File: src/hdl/mbsr_pkg.sv
// shared types, constants and the raster op function for the bitmap span engine
// no dependencies; every other file refers to it by scoped names
package mbsr_pkg;

    // bitmap geometry limits
    localparam int MAX_WIDTH   = 512;
    localparam int MAX_HEIGHT  = 512;
    localparam int BPL_MAX     = (MAX_WIDTH + 7) / 8;
    localparam int STORE_BYTES = BPL_MAX * MAX_HEIGHT;

    // derived widths
    localparam int AW        = $clog2(STORE_BYTES);
    localparam int CW        = $clog2(MAX_WIDTH);
    localparam int QW        = CW - 3;
    localparam int RW        = (MAX_HEIGHT > 2) ? $clog2(MAX_HEIGHT) : 1;
    localparam int CFG_W     = 10;
    localparam int BW        = CFG_W - 2;
    localparam int CFG_IDX_W = 2;
    localparam int XW        = 17;

    // configuration register indexes
    localparam logic [CFG_IDX_W-1:0] CFG_IDX_ROP    = 2'd0;
    localparam logic [CFG_IDX_W-1:0] CFG_IDX_WIDTH  = 2'd1;
    localparam logic [CFG_IDX_W-1:0] CFG_IDX_HEIGHT = 2'd2;

    // configuration reset values
    localparam logic [CFG_W-1:0] WIDTH_RST  = 10'd512;
    localparam logic [CFG_W-1:0] HEIGHT_RST = 10'd512;

    typedef enum logic [1:0] {
        CMD_PLOT = 2'd0,
        CMD_SPAN = 2'd1,
        CMD_READ = 2'd2,
        CMD_NONE = 2'd3
    } t_cmd;

    typedef enum logic [1:0] {
        ROP_CLEAR  = 2'd0,
        ROP_SET    = 2'd1,
        ROP_INVERT = 2'd2,
        ROP_KEEP   = 2'd3
    } t_rop;

    typedef enum logic [2:0] {
        ST_CLEAR,
        ST_IDLE,
        ST_SETUP,
        ST_RUN,
        ST_DRAIN,
        ST_DONE
    } t_state;

    typedef struct packed {
        t_cmd               cmd;
        logic signed [15:0] row;
        logic signed [15:0] x_start;
        logic signed [15:0] x_end;
    } t_in_item;

    typedef struct packed {
        logic [7:0] read_data;
        logic       clipped_out;
    } t_out_item;

    // effective geometry and op seen by the sequencer
    typedef struct packed {
        t_rop             rop;
        logic [CFG_W-1:0] width;
        logic [CFG_W-1:0] height;
    } t_cfg;

    // one memory access per cycle from the sequencer
    typedef struct packed {
        logic          rd_en;
        logic          wb;
        logic          clr;
        logic [AW-1:0] addr;
        logic [7:0]    mask;
    } t_mem_req;

    typedef struct packed {
        logic clearing;
        logic busy;
    } t_seq_stat;

    // apply the raster op to one byte under a pixel mask
    function automatic logic [7:0] f_rop(t_rop op, logic [7:0] b, logic [7:0] m);
        logic [7:0] r;
        begin
            unique case (op)
                ROP_CLEAR:  r = b & ~m;
                ROP_SET:    r = b | m;
                ROP_INVERT: r = b ^ m;
                ROP_KEEP:   r = b;
            endcase
            return r;
        end
    endfunction

endpackage

File: src/hdl/mbsr_seq.sv
// command sequencer: clipping, byte address setup and the per-byte read stream
// depends on mbsr_pkg; drives mbsr_store through a t_mem_req struct
module mbsr_seq (
    input  logic                i_clk,
    input  logic                i_rst_n,
    input  logic                i_in_valid,
    output logic                o_in_stall,
    input  mbsr_pkg::t_in_item  i_in_req,
    input  mbsr_pkg::t_cfg      i_cfg,
    output mbsr_pkg::t_mem_req  o_mem,
    input  logic [7:0]          i_rdata,
    output logic                o_res_valid,
    input  logic                i_res_ready,
    output mbsr_pkg::t_out_item o_res,
    output mbsr_pkg::t_seq_stat o_stat
);

    mbsr_pkg::t_state           r_state;
    mbsr_pkg::t_state           n_state;
    logic [mbsr_pkg::AW-1:0]    r_clr_addr;
    mbsr_pkg::t_in_item         r_item;
    logic [mbsr_pkg::AW-1:0]    r_base;
    logic [mbsr_pkg::QW-1:0]    r_q;
    logic [mbsr_pkg::QW-1:0]    r_qa;
    logic [mbsr_pkg::QW-1:0]    r_qb;
    logic [7:0]                 r_head;
    logic [7:0]                 r_tail;
    logic                       r_clip;
    logic [7:0]                 r_data;

    logic signed [mbsr_pkg::XW-1:0] row_e;
    logic signed [mbsr_pkg::XW-1:0] x1_e;
    logic signed [mbsr_pkg::XW-1:0] x2_e;
    logic signed [mbsr_pkg::XW-1:0] w_e;
    logic signed [mbsr_pkg::XW-1:0] h_e;
    logic signed [mbsr_pkg::XW-1:0] x1_c;
    logic signed [mbsr_pkg::XW-1:0] x2_c;
    logic signed [mbsr_pkg::XW-1:0] lo_e;
    logic signed [mbsr_pkg::XW-1:0] hi_e;
    logic                           row_ok;
    logic                           pt_clip;
    logic                           sp_clip;
    logic                           clip;
    logic [mbsr_pkg::CW-1:0]        lo_col;
    logic [mbsr_pkg::CW-1:0]        hi_col;
    logic [mbsr_pkg::BW-1:0]        bpl;
    logic [mbsr_pkg::CFG_W:0]       w_round;
    logic [mbsr_pkg::RW+mbsr_pkg::BW-1:0] prod;
    logic [7:0]                     byte_mask;
    logic                           run_last;
    logic                           clr_last;
    logic                           in_acc;

    // coordinates widened to signed 17 bits for clipping
    assign row_e = {r_item.row[15], r_item.row};
    assign x1_e  = {r_item.x_start[15], r_item.x_start};
    assign x2_e  = {r_item.x_end[15], r_item.x_end};
    assign w_e   = {{(mbsr_pkg::XW - mbsr_pkg::CFG_W){1'b0}}, i_cfg.width};
    assign h_e   = {{(mbsr_pkg::XW - mbsr_pkg::CFG_W){1'b0}}, i_cfg.height};

    // clip tests for a single pixel and for a span
    assign row_ok  = !row_e[mbsr_pkg::XW-1] && (row_e < h_e);
    assign pt_clip = !row_ok || x1_e[mbsr_pkg::XW-1] || (x1_e >= w_e);
    assign x1_c    = x1_e[mbsr_pkg::XW-1] ? '0 : x1_e;
    assign x2_c    = (x2_e >= w_e) ? (w_e - 17'sd1) : x2_e;
    assign sp_clip = !row_ok || (x2_c < x1_c);

    always_comb begin
        unique case (r_item.cmd)
            mbsr_pkg::CMD_PLOT, mbsr_pkg::CMD_READ: clip = pt_clip;
            mbsr_pkg::CMD_SPAN:                     clip = sp_clip;
            mbsr_pkg::CMD_NONE:                     clip = 1'b0;
        endcase
    end

    // first and last column; a plot or read is a one-pixel span
    assign lo_e   = (r_item.cmd == mbsr_pkg::CMD_SPAN) ? x1_c : x1_e;
    assign hi_e   = (r_item.cmd == mbsr_pkg::CMD_SPAN) ? x2_c : x1_e;
    assign lo_col = lo_e[mbsr_pkg::CW-1:0];
    assign hi_col = hi_e[mbsr_pkg::CW-1:0];

    // row base address: row times bytes per line
    assign w_round = {1'b0, i_cfg.width} + 11'd7;
    assign bpl     = w_round[mbsr_pkg::CFG_W:3];
    assign prod    = r_item.row[mbsr_pkg::RW-1:0] * bpl;

    // byte mask for the current byte of the span
    always_comb begin
        byte_mask = 8'hff;
        if (r_q == r_qa) begin
            byte_mask = byte_mask & r_head;
        end
        if (r_q == r_qb) begin
            byte_mask = byte_mask & r_tail;
        end
    end

    assign run_last = (r_q == r_qb);
    assign clr_last = (r_clr_addr == mbsr_pkg::AW'(mbsr_pkg::STORE_BYTES - 1));
    assign in_acc   = i_in_valid && !o_in_stall;

    // next state
    always_comb begin
        n_state = r_state;
        unique case (r_state)
            mbsr_pkg::ST_CLEAR: if (clr_last) n_state = mbsr_pkg::ST_IDLE;
            mbsr_pkg::ST_IDLE:  if (i_in_valid) n_state = mbsr_pkg::ST_SETUP;
            mbsr_pkg::ST_SETUP: begin
                if (clip || r_item.cmd == mbsr_pkg::CMD_NONE) begin
                    n_state = mbsr_pkg::ST_DONE;
                end else begin
                    n_state = mbsr_pkg::ST_RUN;
                end
            end
            mbsr_pkg::ST_RUN:   if (run_last) n_state = mbsr_pkg::ST_DRAIN;
            mbsr_pkg::ST_DRAIN: n_state = mbsr_pkg::ST_DONE;
            mbsr_pkg::ST_DONE:  if (i_res_ready) n_state = mbsr_pkg::ST_IDLE;
            default:            n_state = mbsr_pkg::ST_IDLE;
        endcase
    end

    // state outputs
    always_comb begin
        o_in_stall      = 1'b1;
        o_res_valid     = 1'b0;
        o_mem.rd_en     = 1'b0;
        o_mem.wb        = 1'b0;
        o_mem.clr       = 1'b0;
        o_mem.addr      = r_base + mbsr_pkg::AW'(r_q);
        o_mem.mask      = byte_mask;
        o_stat.clearing = 1'b0;
        o_stat.busy     = 1'b1;
        unique case (r_state)
            mbsr_pkg::ST_CLEAR: begin
                o_mem.clr       = 1'b1;
                o_mem.addr      = r_clr_addr;
                o_stat.clearing = 1'b1;
            end
            mbsr_pkg::ST_IDLE: begin
                o_in_stall  = 1'b0;
                o_stat.busy = 1'b0;
            end
            mbsr_pkg::ST_RUN: begin
                o_mem.rd_en = 1'b1;
                o_mem.wb    = (r_item.cmd != mbsr_pkg::CMD_READ);
            end
            mbsr_pkg::ST_DONE: o_res_valid = 1'b1;
            default: ;
        endcase
    end

    assign o_res.read_data   = r_data;
    assign o_res.clipped_out = r_clip;

    // control state
    always_ff @(posedge i_clk) begin
        if (!i_rst_n) begin
            r_state    <= mbsr_pkg::ST_CLEAR;
            r_clr_addr <= '0;
        end else begin
            r_state <= n_state;
            if (r_state == mbsr_pkg::ST_CLEAR) begin
                r_clr_addr <= r_clr_addr + 1'b1;
            end
        end
    end

    // request capture, span setup and byte stepping
    always_ff @(posedge i_clk) begin
        if (in_acc) begin
            r_item <= i_in_req;
        end
        if (r_state == mbsr_pkg::ST_SETUP) begin
            r_base <= mbsr_pkg::AW'(prod);
            r_q    <= lo_col[mbsr_pkg::CW-1:3];
            r_qa   <= lo_col[mbsr_pkg::CW-1:3];
            r_qb   <= hi_col[mbsr_pkg::CW-1:3];
            r_head <= 8'hff >> lo_col[2:0];
            r_tail <= 8'hff << (3'd7 - hi_col[2:0]);
            r_clip <= clip;
            r_data <= 8'h00;
        end
        if (r_state == mbsr_pkg::ST_RUN && !run_last) begin
            r_q <= r_q + 1'b1;
        end
        if (r_state == mbsr_pkg::ST_DRAIN && r_item.cmd == mbsr_pkg::CMD_READ) begin
            r_data <= i_rdata;
        end
    end

endmodule

File: config.mk
export PLATFORM = sky130hd
export DESIGN_NAME = mbsr_seq
export DESIGN_NICKNAME = d
export VERILOG_FILES = /design/src/hdl/mbsr_pkg.sv /design/src/hdl/mbsr_seq.sv
export SDC_FILE = /design/constraint.sdc
export NUM_CORES = 1
export LEC_CHECK = 0
export ABC_CLOCK_PERIOD_IN_PS = 5900
export BUFFER_PORTS_ARGS = -buffer_cell sky130_fd_sc_hd__buf_2
export CORE_MARGIN = 4
export CORE_UTILIZATION = 40
export DETAILED_ROUTE_END_ITERATION = 8
export GPL_TIMING_DRIVEN = 0
export SETUP_SLACK_MARGIN = 0.2
export SLEW_MARGIN = 0
export SYNTH_ARGS = -nofsm -noshare
export SYNTH_HDL_FRONTEND = slang
export SYNTH_SLANG_ARGS = --single-unit
File: constraint.sdc
create_clock -name i_clk -period 5.9 [get_ports i_clk]
set_clock_uncertainty 0.05 [all_clocks]
set_input_delay 0.59 -clock i_clk [delete_from_list [all_inputs] [get_ports i_clk]]
set_output_delay 0.59 -clock i_clk [all_outputs]
set_load 0.02 [all_outputs]
==> impl_metrics.yaml <==
power_and_ir_drop:
  power_density_mw_per_mm2: 231
  leakage_uw: 0.00460
  ir_worst_vdd_uv: 170
setup_path:
  cp_data_required_time_ps: 5990
  r2r_slack_ps: 1160
  r2r-start: "r_item[6]"
  r2r-end: "r_state[2]"
  rr_worst_depth: 18
  crit_slowest_cell: "fa_1"
  cp-end-kind: "register"
  cp-start-kind: "primary input"
  crit_end: "r_base[13]"
  critical_path.startpoint: "i_cfg[10]"
  cp_slowest_stage_delay_ps: 540
  crit_chain: "buf_2 > inv_1 > ha_1 > nand2_1 > nand2_1 > xnor2_4 > nand2_1 > fa_1 > fa_1 > inv_1 > fa_1 > inv_1 > fa_1 > inv_1 > ha_1 > a21o_1 > a21o_1 > and3_1 > o311ai_0 > o211ai_1"
  path_class: "primary input to register"
  crit_fanout: 9
  cp_data_arrival_time_ps: 5530
drt:
  highest_layer: "met4"
  first_iter_violations: 368
  drt-total-wl_mm: 19.4
  via_per_inst: 4.96
  vias: 6633
  ant_nets: 0
  wl_met2_mm: 8.68
  wire_per_inst_um: 14.6
  drc: 0
  first_pass_iters: 5
  dr_wl_met3_mm: 1.03
  wl_met1_mm: 9.61
sta:
  hold_viol: 0
  max_freq_ghz: 0.184
  worst_pin_slew_ps: 811
  rsz0062_at_grt: "no"
  slew_headroom_pct: 45.6
  fin_crit_ps: 5440
  finalSetupViolations: 0
  post-route-period-util_pct: 92.2
  drv_slew: 0
placement:
  dp_hpwl_mm: 15.5
  gp_congestion: 0.865
  numPortBuffers: 117
  placed_area_mm2: 0.0100
floorplan:
  initial_core_util_pct: 41.0
  dieArea_mm2: 0.0250
  rows: 54
  fp.dieW_um: 158
  die-height_um: 158
  core-area_mm2: 0.0220
  io_pins: 123
yosys:
  synth_top_cell_area_share_pct: 35.3
  async_reset_ff_share_pct: 0
  synth_cells: 899
  avgSynthCellArea_um2: 10.0
  ys.flop_type: "edfxtp_1"
  synth_edf_count: 106
  synth_seq_cells: 124
  yosys-top-cells-area: "edfxtp_1 35%, ha_1 11%, fa_1 9.3%"
  ys_warn_count: 0
  ys_types: 58
  synth_area_mm2: 0.00901
  ys_seq_area_share_pct: 39.3
  yosysTopAreaCell: "edfxtp_1"
  syn-num-nets: 1106
global_route:
  antenna_found_initial: 0
  grt_usage_pct: 16.1
  grt_pass1_wl_mm: 32.2
  grt_max_degree: 38
  grt_pass1_vias: 6548
  grt_overflow: 0
cts:
  clock_tree.buffer_depth: 2
  cts_max_level: 4
  clk_pin_slew_ps: 60
  cts_tree: "done"
  ctsRootBufferMaster: "clkbuf_16"
  clock_latency_ps: 410
  numClockSinks: 124
  ctsHoldBuffers: 0
  numCtsBuffers: 17
layout:
  fin_nets: 1250
  drive_above_1_share_pct: 17.1
  area_delta_synth_final_pct: 18.7
  final_common_cell: "buf_2"
  final_util_pct: 48.7
  final_cell_area_mm2: 0.0107
  layout_common_cells: "118 x buf_2, 115 x nand2_1, 106 x edfxtp_1"
  diodes: 0
status:
  status: "finished clean"
flow_run:
  cap_viol_max_count: 0
worst_hold_path:
  hold_path.class: "primary input to register"
## cells by family (layout without fill, tap and decap cells)
kind of cell    Yosys count  count (layout)  share of synthesized area, %
compound gates          138             138                          9.93
simple gates            324             324                          18.4
buf+inv                 125             282                          5.43
xor+xnor                 62              62                          6.03
mux                       3               3                         0.347
fa+ha+maj               123             123                          20.6
flops                   124             124                          39.3
## layer usage
metal / up-vias / global-route usage, %
met4: 0 / 3.66
met3: 8 / 3.53
met5: - / 0
met1: 3096 / 23.0
li1: 3380 / -
met2: 149 / 25.2
## worst min path at each step
stage,from,end,slack (ps),depth (start not counted)
2_1_floorplan,r_clr_addr[1],r_clr_addr[1],420,2
3_3_place_gp,r_clr_addr[1],r_clr_addr[1],440,2
3_5_place_dp,r_clr_addr[1],r_clr_addr[1],450,2
4_1_cts,i_in_req[41],r_item[41],280,1
5_1_grt,i_in_req[22],r_item[22],270,1
6_report,i_in_req[9],r_item[9],300,1
## flip-flops by register name (all words and copies together) (netlist names), 3 cells and up
| register | count |
|---|---|
| r_item | 50 |
| r_state | 3 |
| r_tail | 7 |
| r_head | 7 |
| r_qb | 6 |
| r_q | 6 |
| r_data | 8 |
| r_base | 15 |
| r_clr_addr | 15 |
| r_qa | 6 |
## power by group
group | switching [uW] | internal (uW) | total (uW)
Sequential | 2.34 | 975 | 977
Clock | 402 | 580 | 982
Combinational | 275 | 237 | 513
## what timing repair did
| action | 4_1_cts | 5_1_grt |
|---|---|---|
| setup endpoints to repair | 4 | 4 |
| resized for setup | 4 | 10 |
| buffers inserted | 0 | 3 |
| cloned | 0 | 0 |
| pin swaps | 0 | 3 |
## critical path, delay by kind of cell
kind | cells | cell delay, ps
buffers and inverters | 5 | 380
AO/OA/AOI/OAI | 4 | 800
adder cells (fa/ha/maj) | 6 | 2660
XOR/XNOR | 1 | 340
AND/OR/NAND/NOR | 4 | 760
## metrics by stage
| stage | total power [uW] | setup TNS, ps | setup slack [ps] | hold WS, ps | instances |
|---|---|---|---|---|---|
| 2_1_floorplan | 1380 | 0 | 304 | 420 | 899 |
| 3_3_place_gp | 1490 | -4380 | -466 | 437 | 1296 |
| 3_5_place_dp | 1500 | -1230 | -465 | 453 | 1301 |
| 4_1_cts | 2500 | 0 | 230 | 281 | 1333 |
| 5_1_grt | 2620 | 0 | 153 | 273 | 1336 |
| 6_report | 2470 | 0 | 460 | 298 | 1336 |
## cells in the mapped netlist, types with 4 or more instances
cell type,number
o31ai_1,5
or3_1,8
ha_1,81
nor2_1,33
nor2b_1,36
nand4_1,12
xnor2_1,45
and2_1,46
o211ai_1,6
a21oi_1,39
nand2b_1,9
xor2_1,17
o21a_1,4
or2_2,4
inv_1,104
dfxtp_1,18
o21ai_0,36
a21boi_0,8
a21o_1,11
clkbuf_1,15
nand2_1,115
a211oi_1,4
nand3_1,21
edfxtp_1,106
and4_1,4
nor4_1,8
fa_1,42
and3_1,8
o22a_1,6
nor3_1,12
## final cells by class
class,instances,area [um2]
Clock inverter,14,123
Inverter,105,394
Fill cell,2046,11300
Clock buffer,18,429
Buffer,20,96.3
Timing Repair Buffer,125,673
Tap cell,280,350
Sequential cell,124,3540
Multi-Input combinational cell,650,5090
Power figures use the tool's default switching activity.
